`config.mk`:
```
export PLATFORM = sky130hd
export DESIGN_NAME = quoted_escape_decoder_flat
export DESIGN_NICKNAME = d
export VERILOG_FILES = /design/src/rtl/qed_pkg.sv /design/src/rtl/qed_if.sv /design/src/rtl/qed_in_reg.sv /design/src/rtl/qed_decode.sv /design/src/rtl/qed_out_reg.sv /design/src/rtl/quoted_escape_decoder.sv /design/src/flat_wrapper.sv
export SDC_FILE = /design/constraint.sdc
export NUM_CORES = 1
export LEC_CHECK = 0
export BUFFER_PORTS_ARGS = -buffer_cell sky130_fd_sc_hd__buf_2
export CORE_MARGIN = 3
export CORE_UTILIZATION = 59
export CTS_CLUSTER_DIAMETER = 200
export CTS_CLUSTER_SIZE = 20
export DETAILED_ROUTE_END_ITERATION = 12
export GPL_TIMING_DRIVEN = 0
export HOLD_SLACK_MARGIN = 0.02
export PLACE_DENSITY = 0.86
export SETUP_SLACK_MARGIN = 0.1
export SLEW_MARGIN = 20
export SYNTH_ARGS = -nofsm -noshare
export SYNTH_HDL_FRONTEND = slang
export SYNTH_SLANG_ARGS = --single-unit
```
`constraint.sdc`:
```
create_clock -name i_clk -period 4.6 [get_ports i_clk]
set_input_delay 0.46 -clock i_clk [delete_from_list [all_inputs] [get_ports i_clk]]
set_output_delay 0.46 -clock i_clk [all_outputs]
set_load 0.02 [all_outputs]
```
`src/rtl/qed_pkg.sv`:
```
// Package for the quoted escape decoder: types, codes, character constants
// and the hex digit helper. No dependencies.
package qed_pkg;

    localparam int COUNT_BITS_DEF = 32;
    localparam int OUT_COUNT_BITS = 32;

    localparam logic [7:0] CH_QUOTE   = 8'h22;
    localparam logic [7:0] CH_BSLASH  = 8'h5C;
    localparam logic [7:0] CH_SPACE   = 8'h20;
    localparam logic [7:0] CH_TAB     = 8'h09;
    localparam logic [7:0] CH_LF      = 8'h0A;
    localparam logic [7:0] CH_CR      = 8'h0D;
    localparam logic [7:0] CH_DEL     = 8'h7F;
    localparam logic [7:0] CH_LOWER_N = 8'h6E;
    localparam logic [7:0] CH_LOWER_R = 8'h72;
    localparam logic [7:0] CH_LOWER_T = 8'h74;
    localparam logic [7:0] CH_LOWER_X = 8'h78;
    localparam logic [7:0] CTRL_LIMIT = 8'h20;

    typedef enum logic [2:0] {
        PH_IDLE = 3'd0,
        PH_BODY = 3'd1,
        PH_ESC  = 3'd2,
        PH_HEX1 = 3'd3,
        PH_HEX2 = 3'd4
    } t_phase;

    typedef enum logic [1:0] {
        KIND_NONE  = 2'd0,
        KIND_BYTE  = 2'd1,
        KIND_DONE  = 2'd2,
        KIND_ERROR = 2'd3
    } t_kind;

    typedef enum logic [3:0] {
        ERR_NO_QUOTE     = 4'd0,
        ERR_OPEN_ESCAPE  = 4'd1,
        ERR_TRUNC_HEX    = 4'd2,
        ERR_BAD_HEX      = 4'd3,
        ERR_NONCANONICAL = 4'd4,
        ERR_UNKNOWN_ESC  = 4'd5,
        ERR_RAW_CONTROL  = 4'd6,
        ERR_UNTERMINATED = 4'd7,
        ERR_TOO_LONG     = 4'd8
    } t_err;

    typedef struct packed {
        logic [7:0] src_byte;
        logic       end_of_source;
    } t_item;

    typedef struct packed {
        t_kind                      kind;
        logic [7:0]                 data_byte;
        logic [3:0]                 error_code;
        logic [OUT_COUNT_BITS-1:0]  byte_count;
    } t_result;

    // {valid, nibble}
    function automatic logic [4:0] hex_nibble(input logic [7:0] c);
        logic [4:0] r;
        r = '0;
        if (c >= 8'h30 && c <= 8'h39) begin
            r = {1'b1, 4'(c - 8'h30)};
        end else if (c >= 8'h61 && c <= 8'h66) begin
            r = {1'b1, 4'(c - 8'h57)};
        end else if (c >= 8'h41 && c <= 8'h46) begin
            r = {1'b1, 4'(c - 8'h37)};
        end
        return r;
    endfunction

endpackage

```
`src/rtl/qed_if.sv`:
```
// Valid/ready channel interfaces of the quoted escape decoder: source bytes
// in, results out. Depends on nothing.
interface qed_src_if;
    logic       valid;
    logic       ready;
    logic [7:0] src_byte;
    logic       end_of_source;

    modport source (output valid, output src_byte, output end_of_source, input ready);
    modport sink   (input valid, input src_byte, input end_of_source, output ready);
endinterface

interface qed_res_if;
    logic        valid;
    logic        ready;
    logic [1:0]  kind;
    logic [7:0]  data_byte;
    logic [3:0]  error_code;
    logic [31:0] byte_count;

    modport source (output valid, output kind, output data_byte, output error_code,
                    output byte_count, input ready);
    modport sink   (input valid, input kind, input data_byte, input error_code,
                    input byte_count, output ready);
endinterface

```
`src/rtl/qed_in_reg.sv`:
```
// Input register of the quoted escape decoder: holds one accepted source item.
// Depends on qed_pkg and qed_src_if.
module qed_in_reg
    import qed_pkg::*;
(
    input  logic      i_clk,
    input  logic      i_rst_n,
    qed_src_if.sink   i_src,
    input  logic      i_advance,
    output logic      o_valid,
    output t_item     o_item
);

    logic  r_valid;
    t_item r_item;

    assign i_src.ready = !r_valid || i_advance;

    always_ff @(posedge i_clk) begin
        if (!i_rst_n) begin
            r_valid <= 1'b0;
        end else if (i_src.valid && i_src.ready) begin
            r_valid <= 1'b1;
        end else if (i_advance) begin
            r_valid <= 1'b0;
        end
    end

    always_ff @(posedge i_clk) begin
        if (i_src.valid && i_src.ready) begin
            r_item.src_byte      <= i_src.src_byte;
            r_item.end_of_source <= i_src.end_of_source;
        end
    end

    assign o_valid = r_valid;
    assign o_item  = r_item;

endmodule

```
`src/rtl/qed_decode.sv`:
```
// Decode step of the quoted escape decoder: phase machine, hex nibble, byte
// counter and the NUL-escape enable register. Depends on qed_pkg.
module qed_decode
    import qed_pkg::*;
#(
    parameter int COUNT_BITS = COUNT_BITS_DEF
) (
    input  logic    i_clk,
    input  logic    i_rst_n,
    input  logic    i_cfg_we,
    input  logic    i_cfg_wdata,
    input  logic    i_advance,
    input  t_item   i_item,
    output t_result o_result
);

    t_phase                r_phase, n_phase;
    logic [3:0]            r_nib, n_nib;
    logic                  r_nib_ok, n_nib_ok;
    logic [COUNT_BITS-1:0] r_cnt, n_cnt;
    logic                  r_nul_en;

    logic [7:0]            c;
    logic                  eos;
    logic [4:0]            hex;
    logic [7:0]            hex_val;
    logic                  do_append;
    logic [7:0]            app_val;
    logic                  do_fail;
    t_err                  fail_code;
    logic [COUNT_BITS-1:0] cnt_out;

    always_ff @(posedge i_clk) begin
        if (!i_rst_n) begin
            r_nul_en <= 1'b0;
        end else if (i_cfg_we) begin
            r_nul_en <= i_cfg_wdata;
        end
    end

    always_ff @(posedge i_clk) begin
        if (!i_rst_n) begin
            r_phase  <= PH_IDLE;
            r_nib    <= '0;
            r_nib_ok <= 1'b0;
            r_cnt    <= '0;
        end else if (i_advance) begin
            r_phase  <= n_phase;
            r_nib    <= n_nib;
            r_nib_ok <= n_nib_ok;
            r_cnt    <= n_cnt;
        end
    end

    assign c       = i_item.src_byte;
    assign eos     = i_item.end_of_source;
    assign hex     = hex_nibble(c);
    assign hex_val = {r_nib, hex[3:0]};

    always_comb begin
        n_phase            = r_phase;
        n_nib              = r_nib;
        n_nib_ok           = r_nib_ok;
        n_cnt              = r_cnt;
        do_append          = 1'b0;
        app_val            = c;
        do_fail            = 1'b0;
        fail_code          = ERR_NO_QUOTE;
        cnt_out            = r_cnt;
        o_result.kind      = KIND_NONE;
        o_result.data_byte = '0;
        o_result.error_code = '0;

        case (r_phase)
            PH_BODY: begin
                if (eos) begin
                    do_fail   = 1'b1;
                    fail_code = ERR_UNTERMINATED;
                end else if (c == CH_QUOTE) begin
                    o_result.kind = KIND_DONE;
                    n_phase       = PH_IDLE;
                    n_cnt         = '0;
                end else if (c == CH_BSLASH) begin
                    n_phase = PH_ESC;
                end else if (c < CTRL_LIMIT || c == CH_DEL) begin
                    do_fail   = 1'b1;
                    fail_code = ERR_RAW_CONTROL;
                end else begin
                    do_append = 1'b1;
                end
            end
            PH_ESC: begin
                if (eos) begin
                    do_fail   = 1'b1;
                    fail_code = ERR_OPEN_ESCAPE;
                end else if (c == CH_BSLASH || c == CH_QUOTE) begin
                    do_append = 1'b1;
                end else if (c == CH_LOWER_N) begin
                    do_append = 1'b1;
                    app_val   = CH_LF;
                end else if (c == CH_LOWER_R) begin
                    do_append = 1'b1;
                    app_val   = CH_CR;
                end else if (c == CH_LOWER_T) begin
                    do_append = 1'b1;
                    app_val   = CH_TAB;
                end else if (c == CH_LOWER_X) begin
                    n_phase = PH_HEX1;
                end else begin
                    do_fail   = 1'b1;
                    fail_code = ERR_UNKNOWN_ESC;
                end
            end
            PH_HEX1: begin
                if (eos) begin
                    do_fail   = 1'b1;
                    fail_code = ERR_TRUNC_HEX;
                end else begin
                    n_nib_ok = hex[4];
                    n_nib    = hex[4] ? hex[3:0] : 4'h0;
                    n_phase  = PH_HEX2;
                end
            end
            PH_HEX2: begin
                if (eos) begin
                    do_fail   = 1'b1;
                    fail_code = ERR_TRUNC_HEX;
                end else if (!r_nib_ok || !hex[4]) begin
                    do_fail   = 1'b1;
                    fail_code = ERR_BAD_HEX;
                end else if ((hex_val >= CTRL_LIMIT && hex_val != CH_DEL) ||
                             (hex_val == 8'h00 && !r_nul_en)) begin
                    do_fail   = 1'b1;
                    fail_code = ERR_NONCANONICAL;
                end else begin
                    do_append = 1'b1;
                    app_val   = hex_val;
                end
            end
            default: begin
                n_phase = PH_IDLE;
                if (eos) begin
                    do_fail   = 1'b1;
                    fail_code = ERR_NO_QUOTE;
                end else if (c == CH_SPACE || c == CH_TAB || c == CH_CR || c == CH_LF) begin
                    n_phase = PH_IDLE;
                end else if (c == CH_QUOTE) begin
                    n_cnt   = '0;
                    n_phase = PH_BODY;
                end else begin
                    do_fail   = 1'b1;
                    fail_code = ERR_NO_QUOTE;
                end
            end
        endcase

        // counter full: the byte is dropped and the literal fails
        if (do_append) begin
            if (r_cnt == {COUNT_BITS{1'b1}}) begin
                do_fail   = 1'b1;
                fail_code = ERR_TOO_LONG;
            end else begin
                n_cnt              = r_cnt + 1'b1;
                n_phase            = PH_BODY;
                cnt_out            = r_cnt + 1'b1;
                o_result.kind      = KIND_BYTE;
                o_result.data_byte = app_val;
            end
        end

        if (do_fail) begin
            o_result.kind       = KIND_ERROR;
            o_result.data_byte  = '0;
            o_result.error_code = fail_code;
            cnt_out             = r_cnt;
            n_phase             = PH_IDLE;
            n_cnt               = '0;
        end

        o_result.byte_count = OUT_COUNT_BITS'(cnt_out);
    end

endmodule

```
`src/rtl/qed_out_reg.sv`:
```
// Result register of the quoted escape decoder: holds one result until the
// sink takes it. Depends on qed_pkg and qed_res_if.
module qed_out_reg
    import qed_pkg::*;
(
    input  logic       i_clk,
    input  logic       i_rst_n,
    input  logic       i_load,
    input  t_result    i_result,
    output logic       o_can_load,
    qed_res_if.source  o_res
);

    logic    r_valid;
    t_result r_res;

    assign o_can_load = !r_valid || o_res.ready;

    always_ff @(posedge i_clk) begin
        if (!i_rst_n) begin
            r_valid <= 1'b0;
        end else if (i_load) begin
            r_valid <= 1'b1;
        end else if (o_res.ready) begin
            r_valid <= 1'b0;
        end
    end

    always_ff @(posedge i_clk) begin
        if (i_load) begin
            r_res <= i_result;
        end
    end

    assign o_res.valid      = r_valid;
    assign o_res.kind       = r_res.kind;
    assign o_res.data_byte  = r_res.data_byte;
    assign o_res.error_code = r_res.error_code;
    assign o_res.byte_count = r_res.byte_count;

endmodule

```
`src/rtl/quoted_escape_decoder.sv`:
```
// Quoted escape decoder, top level: input register, decode step, result
// register. Depends on qed_pkg, qed_if, qed_in_reg, qed_decode, qed_out_reg.
//
// Decodes a C-style quoted literal one source byte per transfer and gives
// exactly one result per byte (nothing, decoded byte, literal complete or
// error). Throughput is one byte per cycle while the result is not stalled;
// each result is formed by the single decode step between the input
// register and the result register. A stalled result holds the input
// register, and the input stalls only while both are full. The NUL-escape
// enable is to be written through i_cfg_we / i_cfg_wdata only while no
// literal is in flight; the block does not enforce this. COUNT_BITS sets
// the width of the internal byte counter; byte_count shows its low 32 bits.
module quoted_escape_decoder
    import qed_pkg::*;
#(
    parameter int COUNT_BITS = COUNT_BITS_DEF
) (
    input  logic      i_clk,
    input  logic      i_rst_n,
    input  logic      i_cfg_we,
    input  logic      i_cfg_wdata,
    qed_src_if.sink   i_src,
    qed_res_if.source o_res
);

    logic    in_valid;
    t_item   in_item;
    logic    out_can_load;
    logic    advance;
    t_result result;

    assign advance = in_valid && out_can_load;

    qed_in_reg u_in_reg (
        .i_clk     (i_clk),
        .i_rst_n   (i_rst_n),
        .i_src     (i_src),
        .i_advance (advance),
        .o_valid   (in_valid),
        .o_item    (in_item)
    );

    qed_decode #(
        .COUNT_BITS (COUNT_BITS)
    ) u_decode (
        .i_clk       (i_clk),
        .i_rst_n     (i_rst_n),
        .i_cfg_we    (i_cfg_we),
        .i_cfg_wdata (i_cfg_wdata),
        .i_advance   (advance),
        .i_item      (in_item),
        .o_result    (result)
    );

    qed_out_reg u_out_reg (
        .i_clk      (i_clk),
        .i_rst_n    (i_rst_n),
        .i_load     (advance),
        .i_result   (result),
        .o_can_load (out_can_load),
        .o_res      (o_res)
    );

endmodule

```
`src/flat_wrapper.sv`:
```
// flat-port wrapper written by rule: the top's interface ports become plain ports
module quoted_escape_decoder_flat import qed_pkg::*;
#(
    parameter int COUNT_BITS = COUNT_BITS_DEF
)
  (i_clk, i_rst_n, i_cfg_we, i_cfg_wdata, i_src_valid, i_src_src_byte, i_src_end_of_source, i_src_ready, o_res_valid, o_res_kind, o_res_data_byte, o_res_error_code, o_res_byte_count, o_res_ready);
  qed_src_if i_src_i ();
  qed_res_if o_res_i ();
  input  logic i_clk;
  input  logic i_rst_n;
  input  logic i_cfg_we;
  input  logic i_cfg_wdata;
  input wire logic [$bits(i_src_i.valid)-1:0] i_src_valid;
  input wire logic [$bits(i_src_i.src_byte)-1:0] i_src_src_byte;
  input wire logic [$bits(i_src_i.end_of_source)-1:0] i_src_end_of_source;
  output wire logic [$bits(i_src_i.ready)-1:0] i_src_ready;
  output wire logic [$bits(o_res_i.valid)-1:0] o_res_valid;
  output wire logic [$bits(o_res_i.kind)-1:0] o_res_kind;
  output wire logic [$bits(o_res_i.data_byte)-1:0] o_res_data_byte;
  output wire logic [$bits(o_res_i.error_code)-1:0] o_res_error_code;
  output wire logic [$bits(o_res_i.byte_count)-1:0] o_res_byte_count;
  input wire logic [$bits(o_res_i.ready)-1:0] o_res_ready;
  assign i_src_i.valid = i_src_valid;
  assign i_src_i.src_byte = i_src_src_byte;
  assign i_src_i.end_of_source = i_src_end_of_source;
  assign i_src_ready = i_src_i.ready;
  assign o_res_valid = o_res_i.valid;
  assign o_res_kind = o_res_i.kind;
  assign o_res_data_byte = o_res_i.data_byte;
  assign o_res_error_code = o_res_i.error_code;
  assign o_res_byte_count = o_res_i.byte_count;
  assign o_res_i.ready = o_res_ready;
  quoted_escape_decoder #(.COUNT_BITS(COUNT_BITS)) u_core (.i_clk(i_clk), .i_rst_n(i_rst_n), .i_cfg_we(i_cfg_we), .i_cfg_wdata(i_cfg_wdata), .i_src(i_src_i), .o_res(o_res_i));
endmodule
```
Yosys cells after proc, flatten, opt, wreduce, memory -nomap -nowiden
Index checks and enable logic that the tools add are counted.
- output and inout port bits: 48
- word-level logic and storage cells: 171
- bits of input ports: 15
- bits in registers: 98
- magnitude comparators: 8
- equal/unequal tests: 17
- add/sub/neg operators: 4
- bitwise operators: 2
- reductions and logical operators: 27
- multiplexer cells: 100
- operator list (operator ; count):
    $mux W32 ; 10
    $mux W3 ; 26
    $mux W8 ; 8
    $pmux W32 S2 ; 1
    $eq A8 B7 Y1 const B ; 6
    $mux W1 ; 38
    $add A32 B1 Y32 const B ; 1
    $eq A32 B32 Y1 const B ; 1
    $eq A8 B4 Y1 const B ; 3
    $mux W10 ; 2
    $eq A8 B6 Y1 const B ; 2
    $ge A8 B6 Y1 const B ; 2
    $ge A8 B7 Y1 const B ; 2
    $le A8 B7 Y1 const B ; 2
    $pmux W4 S4 ; 1
    $pmux W8 S2 ; 1
    $mux W5 ; 3
    $mux W4 ; 3
    $pmux W3 S4 ; 1
    $logic_or A1 B1 Y1 ; 9
    $le A8 B6 Y1 const B ; 1
    $logic_not A8 Y1 ; 1
    $lt A8 B6 Y1 const B ; 1
    $mux W2 ; 4
    14 further kinds ; 29

Longest topological paths before layout
Gate-level depths: netlist of run 1.
- word-level depth: 15
- depth in mapped cells: 14
- gate-level depth less buffers: 11

Modules after synthesis
A second synthesis of run 1 with hierarchy kept.
- cells, all modules: 601
- area, all modules: 5520.3 um2
- by module, submodules not included (module ; instances ; area an instance (um2) ; cells each ; sequential area each (um2)):
    qed_decode ; 1 ; 3756.1 ; 536 ; 820.8
    qed_out_reg ; 1 ; 1430.1 ; 50 ; 1401.3
    qed_in_reg ; 1 ; 327.8 ; 14 ; 290.3
    quoted_escape_decoder ; 1 ; 6.3 ; 1 ; 0.0

Worst setup path after synthesis of run 1
No wires, ideal clock.
- path type: reg2reg
- start: register u_core.u_in_reg.r_item, in the netlist u_core.u_in_reg.o_item[1]
- end: register u_core.u_out_reg.r_res, in the netlist u_core.u_out_reg.o_res.byte_count[4], data pin
- period minus slack after synthesis: 3.263 ns
- path buffers: 3
- arrival: 3.005 ns
- setup slack: 1.337 ns
- required time: 4.342 ns
- stages on the path, launching flop included: 14
- setup time: 0.258 ns
- cell sequence: edfxtp_1 > inv_1 > ha_1 > clkbuf_1 > nor3b_1 > nor3_1 > a211oi_1 > a2111oi_4 > o211a_4 > o21ai_2 > buf_6 > clkbuf_1 > nor2_1 > xnor2_1
- RTL lines (what ; line ; source):
    start: declaration ; qed_in_reg.sv:15 ; t_item r_item;
    end signal: assignment ; qed_out_reg.sv:31 ; r_res <= i_result;
    end: declaration ; qed_out_reg.sv:15 ; t_result r_res;

==> metrics.md, run 1 <==
| Metric | Value |
|---|---|
| Sequential share of power | `about three fifths` |
| Total clock sinks | `98` |
| Mean Syn Cell Area | `9.18 µm²` |
| Syn nets | `618` |
| Finish-stage setup viols | `0` |
| Reg2reg path depth | `13` |
| CTS H-tree depth | `3` |
| Main flop type after synthesis | `edfxtp_1` |
| Final Hold Fails | `0` |
| Hold WC Path Type | `in2reg` |
| Sw Share | `26.6%` |
| Routability cong. | `0.900` |
| Ant diodes | `0` |
| Syn Inst Count | `598` |
| Top Ports | `63` |
| TritonCTS clock tree | `built` |
| Max-cap viol count | `0` |
| Final cycle utilization of the critical path | `90.2%` |
| Final min period | `4.15 ns` |
| Number of synthesized flops with an enable pin | `55` |
| Synth area leader | `edfxtp_1` |
| Critical path data required time | `4.72 ns` |
| CTS Root Cell | `clkbuf_8` |
| Cell variety after synth | `73` |
| Core area | `~9000 µm²` |
| I/O Buffers | `61` |
| Register bit total from synthesis | `98` |
| Leak | `2.19 nW` |
| Gr ovfl total | `0` |
| First-pass GRT wire length | `21.5 mm` |
| Die H | `between 100 and 150 µm` |
| Pwr Density | `266 nW/µm²` |
| Final net count | `between 600 and 700` |
| Setup TNS | `0 ns` |
| Yosys warns | `0` |
| Crit-path cells | `inv_1 > ha_1 > clkbuf_1 > nor3b_2 > nor3_1 > o21ai_0 > nor2_1 > o211a_4 > o21ai_2 > buf_6 > clkbuf_1 > nor2_1 > xnor2_1` |
| CTS Buf Count | `9` |
| Final WL | `between 10 and 15 mm` |
| Status | `finished clean` |
| RR Endpoint | `u_core.u_out_reg.o_res.byte_count[4]` |
| CP Capture Type | `flop` |
| Clock-pin slew on the worst setup and hold paths | `0.10 ns` |
| Worst hold start | `i_src_src_byte[6]` |
| CP delay by family, top | `buffers and inverters` |
| Cell Area, Synth | `5490 µm²` |
| P_int | `1.20 mW` |
| Max stage delay on crit path | `~0.54 ns` |
| FF-to-FF Start | `u_core.u_in_reg.o_item[1]` |
| R2r setup slk | `between 0.4 and 0.5 ns` |
| Comb pwr share | `a little under a tenth` |
| Detailed-route via count | `4810` |
| Die W | `just over 100 µm` |
| Startpoint Class | `flop` |
| Sw Pwr | `434 µW` |
| RSZ-0062 raised after global routing | `false` |
| Buf/Inv on CP | `4` |
| Skew final | `0.00710 ns` |
| Worst-path fanout max | `10` |
| Starting Density | `61.7%` |
| DRC Markers | `0` |
| Relative slew slack | `29.3%` |
| Vias in the first global route | `4400` |
| Initial DRT Pass Iterations | `5` |
| Crit path DAT | `4.27 ns` |
| Slowest stage cell, crit path | `clkbuf_1` |
| Worst vdd ir | `0.175 mV` |
| Largest net degree at the start of global routing | `56` |
| Detail Route Antenna Nets | `0` |
| Layout cells sized above 1 | `16.9%` |
| Worst-case hold path end point | `u_core.u_in_reg.o_item[7]` |
| Least-Margin Pin Slew | `1.06 ns` |
| Gr usage total | `26.2%` |
| Seq/Total Area, Yosys | `45.8%` |
| Max Slew Vio Count | `0` |
| Max frequency | `241 MHz` |
| Setup WS post-layout | `0.452 ns` |
| Area Overhead vs Synth | `11.5%` |
| CP Class | `reg2reg` |
| HPWL after detailed placement | `9.75 mm` |
| Row count | `34` |
| Worst hold stages | `1` |
| Ys async rst share | `0%` |
| CTS max path bufs | `2` |
| Largest cells by area after synthesis | `edfxtp_1 30%, dfxtp_1 16%, nand2_1 5.0%` |
| Clk Latency, worst-skew pair | `0.37 ns` |
| Die area | `10500 µm²` |
| Dpl ws | `0.361 ns` |
| Share of the synthesized area in the top cell type | `30.1%` |
| Initial antenna violation count | `0` |
| Routed WL per cell | `17.3 µm` |
| Via density per instance | `6.14` |
| Clk network pwr share | `31.6%` |
| Initial DRC Count | `419` |
through the flow:
step	util [%]	hold slack (ns)	power [mW]	std cells	area [µm²]
floorplan	-	0.461	1.08	598	5490
global placement	66.7	0.480	1.13	767	5930
detailed placement	66.7	0.489	1.13	767	5930
CTS	68.7	0.251	1.64	783	6110
global route	68.8	0.237	1.69	783	6120
finish	68.8	0.252	1.63	783	6120
cells by family (layout without fill, tap and decap cells):
kind of cell	count (synthesis)	in the layout	synth area share, %
fa+ha+maj	5	5	1.14
buf+inv	57	134	4.40
xor+xnor	33	33	5.27
simple gates	253	253	23.9
flops	98	98	45.8
compound gates	130	130	15.3
mux	22	22	4.22
routing by layer:
| metal | routed length (µm) | track usage [%] | vias up |
|---|---|---|---|
| met2 | 6290 | 40.9 | 253 |
| met4 | 245 | 9.79 | 0 |
| met5 | 0 | 0 | - |
| met3 | 1150 | 4.85 | 32 |
| met1 | 5860 | 36.3 | 2217 |
| li1 | - | - | 2308 |
cell usage after synthesis, drive strengths merged (2+ instances only):
cell     number
nor3b         8
buf          11
o22ai         8
nor4b         2
a2111oi       2
xor2          9
a21o          4
and3         18
nor2         58
mux2i        16
a211oi        7
edfxtp       55
nand4         7
nand3        19
nand2b        4
or2           4
a41oi         3
nor2b         6
and2          6
inv          17
o32ai         3
o31a          2
or3b          2
ha            5
and4          3
o21ai        33
a21oi        41
nor4          5
nor3         22
nand2        73
xnor2        24
a31oi         6
mux2          6
nand4bb       2
nand4b        2
dfxtp        43
nand3b        4
o21a          5
clkbuf       29
or3           5
o211a         3
how the worst max path moves through the flow:
stage	start	end	slack, ns	depth (start not counted)
global route	u_core.u_in_reg.o_item[1]	u_core.u_out_reg.o_res.byte_count[4]	0.20	13
floorplan	u_core.u_in_reg.o_item[1]	u_core.u_out_reg.o_res.byte_count[4]	1.34	13
detailed placement	u_core.u_in_reg.o_item[1]	u_core.u_out_reg.o_res.byte_count[4]	0.36	13
global placement	o_res_ready	u_core.u_decode.r_cnt[12]	0.32	8
CTS	u_core.u_in_reg.o_item[1]	u_core.u_out_reg.o_res.byte_count[4]	0.33	13
finish	u_core.u_in_reg.o_item[1]	u_core.u_out_reg.o_res.byte_count[4]	0.45	13
power groups by stage:
stage                     Clock (mW)  Sequential, mW  Combinational [mW]
after floorplan                    0            1.00              0.0759
after global placement             0           0.980               0.149
after detailed placement           0           0.980               0.153
after CTS                      0.526           0.960               0.153
after global routing           0.562           0.964               0.166
final                          0.516           0.960               0.155
registers in the layout (all words and copies together), names as in the netlist:
register	flops
u_core.u_decode.r_cnt	32
u_core.u_decode.r_nib	4
u_core.u_decode.r_nib_ok	1
u_core.u_decode.r_nul_en	1
u_core.u_decode.r_phase	3
u_core.u_in_reg.o_item	9
u_core.u_in_reg.o_valid	1
u_core.u_out_reg.o_res.byte_count	32
u_core.u_out_reg.o_res.data_byte	8
u_core.u_out_reg.o_res.error_code	4
u_core.u_out_reg.o_res.kind	2
u_core.u_out_reg.o_res.valid	1
cell usage in the layout (no fill, tap or decap), types with 7 or more instances in the layout:
cell,instances
o21ai_0,25
xnor2_1,24
nor3b_1,7
a21oi_1,41
clkbuf_1,28
nand3_1,18
nand2_1,73
and3_1,18
inv_1,17
edfxtp_1,55
clkbuf_8,9
o21ai_1,7
nor3_1,20
buf_2,68
o22ai_1,8
a211oi_1,7
nor2_1,58
mux2i_1,16
dfxtp_1,43
xor2_1,9
nand4_1,7
layout make-up:
cell class | instances | area (µm²)
plain buffers | 40 | 181
clock buffers | 9 | 124
clock inverters | 7 | 52.6
fillers | 716 | 2770
inverters | 17 | 63.8
multi-input cells | 443 | 2750
flip-flops and latches | 98 | 2510
well taps | 108 | 135
repair buffers | 61 | 305
timing repair:
action | CTS | global route
resized for setup | 0 | 1
hold buffers | 0 | 0
buffers inserted | 0 | 0
endpoints found under the setup margin | 0 | 11
(Power assumes the default switching activity.)
==> run 2: changes to the inputs <==
- clock period: 4.6 -> 4.3 ns (I/O delays scaled with it)
==> metrics.md, run 2 (synthesized netlist as in run 1, its figures left out) <==
| Metric | Value |
|---|---|
| Clk network pwr share | `31.6% (about the same)` |
| Final Cell Area | `6130 µm² (was 6120 µm²)` |
| Row count | `34 (unchanged)` |
| Setup TNS | `0 ns (unchanged)` |
| Sw Pwr | `465 µW (was 434 µW)` |
| Buf/Inv on CP | `2 (was 4)` |
| Max frequency | `251 MHz (was 241 MHz)` |
| P_int | `1.28 mW (was 1.20 mW)` |
| Crit path DAT | `4.21 ns (was 4.27 ns)` |
| RSZ-0062 raised after global routing | `false (unchanged)` |
| Final WL | `13.6 mm (was 13.5 mm)` |
| Comb pwr share | `9.5% (about the same)` |
| WHS | `0.223 ns (was 0.252 ns)` |
| CTS Buf Count | `9 (unchanged)` |
| Startpoint Class | `flop (unchanged)` |
| Most frequent CP cell | `nor3_1` |
| Initial DRC Count | `361 (was 419)` |
| Vias in the first global route | `4413 (was 4400)` |
| CTS H-tree depth | `3 (unchanged)` |
| Top Ports | `63 (unchanged)` |
| Gr ovfl total | `0 (unchanged)` |
| Max Slew Vio Count | `0 (unchanged)` |
| TritonCTS clock tree | `built (unchanged)` |
| Max stage delay on crit path | `0.67 ns (was 0.54 ns)` |
| Area Overhead vs Synth | `11.6% (was 11.5%)` |
| Hold Buf Count CTS | `0 (unchanged)` |
| CTS Root Cell | `clkbuf_8 (unchanged)` |
| Gr usage total | `26.2% (about the same)` |
| Hold WC Path Type | `in2reg (unchanged)` |
| Routability cong. | `0.900 (unchanged)` |
| Initial antenna violation count | `0 (unchanged)` |
| Total clock sinks | `98 (unchanged)` |
| Final min period | `3.98 ns (was 4.15 ns)` |
| Sw Share | `26.6% (about the same)` |
| Final cycle utilization of the critical path | `92.6% (was 90.2%)` |
| Total Power | `1.75 mW (was 1.63 mW)` |
| Routed WL per cell | `17.4 µm (was 17.3 µm)` |
| Worst-path fanout max | `9 (was 10)` |
| DRC Markers | `0 (unchanged)` |
| I/O Buffers | `61 (unchanged)` |
| Slowest stage cell, crit path | `o21ai_0 (was clkbuf_1)` |
| Status | `finished clean (unchanged)` |
| Layout cells sized above 1 | `17.3% (was 16.9%)` |
| Starting Density | `61.7% (unchanged)` |
| Relative slew slack | `28.1% (was 29.3%)` |
| Die H | `102 µm (unchanged)` |
| Most frequent cells in the layout | `73 x nand2_1, 68 x buf_2, 57 x nor2_1 (was 73 x nand2_1, 68 x buf_2, 58 x nor2_1)` |
| Leak | `2.19 nW (about the same)` |
| Final net count | `690 (unchanged)` |
| Clock-pin slew on the worst setup and hold paths | `0.10 ns (about the same)` |
| Crit-path cells | `inv_1 > ha_1 > clkbuf_1 > nor3b_2 > nor3_1 > o22ai_1 > a41oi_1 > or2_2 > a21o_1 > o21a_2 > o21ai_0 > nor3_1 (was inv_1 > ha_1 > clkbuf_1 > nor3b_2 > nor3_1 > o21ai_0 > nor2_1 > o211a_4 > o21ai_2 > buf_6 > clkbuf_1 > nor2_1 > xnor2_1)` |
| Clk Latency, worst-skew pair | `0.37 ns (about the same)` |
| Commonest non-fill, non-tap cell in the layout | `nand2_1 (unchanged)` |
| Skew final | `0.00864 ns (was 0.00710 ns)` |
| Detail Route Antenna Nets | `0 (unchanged)` |
| Core area | `8890 µm² (unchanged)` |
| CP Capture Type | `flop (unchanged)` |
| Finish-stage setup viols | `0 (unchanged)` |
| CTS max path bufs | `2 (unchanged)` |
| CP delay by family, top | `compound AO/OA/AOI/OAI gates (was buffers and inverters)` |
| Ant diodes | `0 (unchanged)` |
| Fillers | `715 (was 716)` |
| Placed Area | `5930 µm² (unchanged)` |
| Worst vdd ir | `0.190 mV (was 0.175 mV)` |
| Max-cap viol count | `0 (unchanged)` |
| Setup WS post-layout | `0.317 ns (was 0.452 ns)` |
| Largest net degree at the start of global routing | `56 (unchanged)` |
| HPWL after detailed placement | `9.75 mm (unchanged)` |
| Least-Margin Pin Slew | `1.08 ns (was 1.06 ns)` |
| Die area | `10500 µm² (unchanged)` |
| First-pass GRT wire length | `21.5 mm (about the same)` |
| Detailed-route via count | `4836 (was 4810)` |
| Dpl ws | `0.0610 ns (was 0.361 ns)` |
| Sequential share of power | `58.9% (about the same)` |
| Final Hold Fails | `0 (unchanged)` |
| Initial DRT Pass Iterations | `6 (was 5)` |
| Die W | `102 µm (unchanged)` |
| Pwr Density | `285 nW/µm² (was 266 nW/µm²)` |
| Critical path data required time | `4.53 ns (was 4.72 ns)` |
| CP Class | `reg2reg (unchanged)` |
| Via density per instance | `6.18 (was 6.14)` |
[run 2: cell counts in the layout (fill, tap and decap cells not counted)]
No cell type changed its count.
[run 2: through the flow]
step / util, % / instances
2_1_floorplan: - / 598
3_3_place_gp: 66.7 / 767
3_5_place_dp: 66.7 / 767
4_1_cts: 68.8 / 783
5_1_grt: 68.9 / 783
6_report: 68.9 / 783
[run 2: area by class of cell]
class / instances / area [µm²] / share of cell area (%)
timing repair buffer: 61 / 305 / 4.98
tap: 108 / 135 / 2.21
sequential: 98 / 2510 / 41.0
inverter: 17 / 63.8 / 1.04
buffer: 40 / 183 / 2.98
clock inverter: 7 / 52.6 / 0.858
multi-input combinational: 443 / 2750 / 44.9
clock buffer: 9 / 124 / 2.02
[run 2: metal layers]
layer	vias to the layer above	share of wire (%)	global-route usage (%)
met5	-	0	0
met4	0	1.9	9.89
met3	32	8.5	4.78
met2	257	47	41.1
met1	2239	43	36.3
li1	2308	-	-
[run 2: power groups by stage]
| stage | Sequential (mW) | Clock, mW | Combinational, mW |
|---|---|---|---|
| floorplan | 1.07 | 0 | 0.0812 |
| global route | 1.03 | 0.601 | 0.178 |
| global placement | 1.05 | 0 | 0.159 |
| finish | 1.03 | 0.552 | 0.167 |
| CTS | 1.03 | 0.562 | 0.164 |
| detailed placement | 1.05 | 0 | 0.164 |
[run 2: worst register-to-register path: cells and delay by family (launching register included)]
family	cells	cell delay [ns]
fa+ha+maj	1	0.16
buf+inv	2	0.45
flops	1	0.50
simple gates	4	1.12
compound gates	5	1.60
[run 2: what timing repair did]
| action | in CTS | in global routing |
|---|---|---|
| resized for setup | 1 | 4 |
| endpoints found under the setup margin | 3 | 15 |
| buffers inserted | 0 | 0 |
[run 2: worst paths after layout]
path	startpoint	end	slack, ns	cells past startpoint
max	u_core.u_in_reg.o_item[1]	u_core.u_decode.r_cnt[22]	0.32	12
min	i_src_src_byte[6]	u_core.u_in_reg.o_item[7]	0.22	1
max reg2reg	u_core.u_in_reg.o_item[1]	u_core.u_decode.r_cnt[22]	0.32	12
min reg2reg	u_core.u_decode.r_nib_ok	u_core.u_decode.r_nib_ok	0.52	1
==> run 3: changes to the inputs <==
- GPL_TIMING_DRIVEN: 0 -> default
==> metrics.md, run 3 (synthesized netlist as in run 1, its figures left out) <==
| Metric | Value |
|---|---|
| Status | `finished clean (unchanged)` |
| Worst-case hold path end point | `u_core.u_in_reg.o_item[7] (unchanged)` |
| Max frequency | `261 MHz (was 251 MHz)` |
| Vias in the first global route | `4262 (was 4413)` |
| Setup WS post-layout | `0.473 ns (was 0.317 ns)` |
| Worst vdd ir | `0.175 mV (was 0.190 mV)` |
| Final net count | `661 (was 690)` |
| Most frequent cells in the layout | `73 x nand2_1, 62 x buf_2, 57 x nor2_1 (was 73 x nand2_1, 68 x buf_2, 57 x nor2_1)` |
| FF+latch area | `2510 µm² (unchanged)` |
| Routed WL per cell | `17.1 µm (was 17.4 µm)` |
| Largest net degree at the start of global routing | `56 (unchanged)` |
| First-pass GRT wire length | `20.9 mm (was 21.5 mm)` |
| Gr usage total | `25.2% (was 26.2%)` |
| Sw Share | `26.9% (was 26.6%)` |
| Worst-path fanout max | `27 (was 9)` |
| Dpl ws | `0.544 ns (was 0.0610 ns)` |
| Worst hold stages | `1 (unchanged)` |
| R2r setup slk | `0.47 ns (was 0.32 ns)` |
| Routability cong. | `0.917 (was 0.900)` |
| Initial DRT Pass Iterations | `5 (was 6)` |
| Commonest non-fill, non-tap cell in the layout | `nand2_1 (unchanged)` |
| Hold Buf Count CTS | `0 (unchanged)` |
| Final Hold Fails | `0 (unchanged)` |
| CP Class | `reg2reg (unchanged)` |
| Clk Latency, worst-skew pair | `0.37 ns (about the same)` |
| Clk network pwr share | `33.3% (was 31.6%)` |
| Die H | `102 µm (unchanged)` |
| Core area | `8890 µm² (unchanged)` |
| Crit path DAT | `4.12 ns (was 4.21 ns)` |
| CP Capture Type | `flop (unchanged)` |
| Final WL | `12.9 mm (was 13.6 mm)` |
| Skew final | `0.0157 ns (was 0.00864 ns)` |
| Max-cap viol count | `0 (unchanged)` |
| TritonCTS clock tree | `built (unchanged)` |
| Setup TNS | `0 ns (unchanged)` |
| Pwr Density | `295 nW/µm² (was 285 nW/µm²)` |
| Reg2reg path depth | `13 (was 12)` |
| Placed insts | `738 (was 767)` |
| Crit-path cells | `inv_1 > ha_1 > nor3b_1 > buf_4 > nor3_1 > o21ai_0 > nor2_1 > o211a_4 > o21ai_4 > buf_4 > mux2i_1 > a21oi_1 > o21ai_0 (was inv_1 > ha_1 > clkbuf_1 > nor3b_2 > nor3_1 > o22ai_1 > a41oi_1 > or2_2 > a21o_1 > o21a_2 > o21ai_0 > nor3_1)` |
| Post-CTS Setup Bufs | `0 (unchanged)` |
| HPWL after detailed placement | `8.95 mm (was 9.75 mm)` |
| Final cycle utilization of the critical path | `89.0% (was 92.6%)` |
| Max Slew Vio Count | `0 (unchanged)` |
| CTS Buf Count | `9 (unchanged)` |
| Max stage delay on crit path | `0.65 ns (was 0.67 ns)` |
| Layout cells sized above 1 | `17.6% (was 17.3%)` |
| Total clock sinks | `98 (unchanged)` |
| Die area | `10500 µm² (unchanged)` |
| Finished Layout Cells | `754 (was 783)` |
| Ant diodes | `0 (unchanged)` |
| Comb pwr share | `8.5% (was 9.5%)` |
| Worst hold start | `i_src_src_byte[6] (unchanged)` |
| Starting Density | `61.7% (unchanged)` |
| Via density per instance | `6.21 (was 6.18)` |
| CTS Root Cell | `clkbuf_8 (unchanged)` |
| CTS H-tree depth | `3 (unchanged)` |
| I/O Buffers | `62 (was 61)` |
| Post-CTS sizing | `0 (was 1)` |
| RR Endpoint | `u_core.u_decode.r_cnt[9] (was u_core.u_decode.r_cnt[22])` |
| Finish-stage setup viols | `0 (unchanged)` |
| DRC Markers | `0 (unchanged)` |
| Hold WC Path Type | `in2reg (unchanged)` |
| Final min period | `3.83 ns (was 3.98 ns)` |
| Row count | `34 (unchanged)` |
| Total Power | `1.78 mW (was 1.75 mW)` |
| Buf/Inv on CP | `3 (was 2)` |
| Top Ports | `63 (unchanged)` |
| Fillers | `678 (was 715)` |
| Clock-pin slew on the worst setup and hold paths | `0.11 ns (was 0.10 ns)` |
| Multi-input logic area | `2750 µm² (about the same)` |
| Leak | `2.17 nW (was 2.19 nW)` |
| Startpoint Class | `flop (unchanged)` |
| P_int | `1.30 mW (was 1.28 mW)` |
| Initial antenna violation count | `0 (unchanged)` |
| FF-to-FF Start | `u_core.u_in_reg.o_item[1] (unchanged)` |
| Sequential share of power | `58.1% (was 58.9%)` |
| Detail Route Antenna Nets | `0 (unchanged)` |
| RSZ-0062 raised after global routing | `false (unchanged)` |
| Die W | `102 µm (unchanged)` |
| Sw Pwr | `480 µW (was 465 µW)` |
| Initial DRC Count | `316 (was 361)` |
| CP delay by family, top | `compound AO/OA/AOI/OAI gates (unchanged)` |
| Detailed-route via count | `4679 (was 4836)` |
| Critical path data required time | `4.59 ns (was 4.53 ns)` |
| Least-Margin Pin Slew | `0.986 ns (was 1.08 ns)` |
| Relative slew slack | `34.2% (was 28.1%)` |
| CTS max path bufs | `2 (unchanged)` |
| Gr ovfl total | `0 (unchanged)` |
| Slowest stage cell, crit path | `o21ai_4 (was o21ai_0)` |
| Area Overhead vs Synth | `10.0% (was 11.6%)` |
==> run 3: cell types whose count changed in the layout (fill, tap and decap cells not counted), moves of 2 or more <==
cell / previous run / this run
buf_2: 68 / 62
buf_4: 1 / 10
buf_6: 2 / 0
clkbuf_1: 27 / 0
clkinv_2: 2 / 0
clkinv_4: 1 / 3
==> run 3: layer usage <==
layer / up-vias / GRT usage, % / wire [µm]
li1: 2239 / - / -
met1: 2214 / 35.1 / 5720
met2: 208 / 39.8 / 6120
met3: 18 / 3.89 / 856
met4: 0 / 9.49 / 204
met5: - / 0 / 0
==> run 3: how the worst max path moves through the flow <==
stage,from,to,cells past startpoint
5_1_grt,u_core.u_in_reg.o_item[1],u_core.u_out_reg.o_res.byte_count[25],12
3_3_place_gp,u_core.u_in_reg.o_item[1],u_core.u_decode.r_cnt[21],12
3_5_place_dp,u_core.u_in_reg.o_item[1],u_core.u_decode.r_cnt[15],13
4_1_cts,u_core.u_in_reg.o_item[1],u_core.u_decode.r_cnt[9],13
6_report,u_core.u_in_reg.o_item[1],u_core.u_decode.r_cnt[9],13
2_1_floorplan,u_core.u_in_reg.o_item[1],u_core.u_out_reg.o_res.byte_count[4],13
==> run 3: power groups by stage <==
stage	logic [mW]	registers (mW)	clock network (mW)
final	0.152	1.04	0.594
after global routing	0.165	1.04	0.627
after CTS	0.152	1.04	0.595
after detailed placement	0.152	1.06	0
after global placement	0.149	1.06	0
after floorplan	0.0812	1.07	0
==> run 3: through the flow <==
stage               cell area (µm²)  hold WS [ns]  utilization [%]
floorplan                      5490         0.461                -
global placement               5840         0.492             65.7
detailed placement             5840         0.496             65.7
CTS                            6040         0.225             67.9
global route                   6040         0.220             67.9
finish                         6040         0.233             67.9
==> run 3: final cells by class <==
cell class | count | area share, %
inverters | 17 | 1.06
repair buffers | 72 | 6.38
clock inverters | 6 | 0.994
flip-flops and latches | 98 | 41.6
clock buffers | 10 | 2.28
well taps | 108 | 2.24
multi-input cells | 443 | 45.5
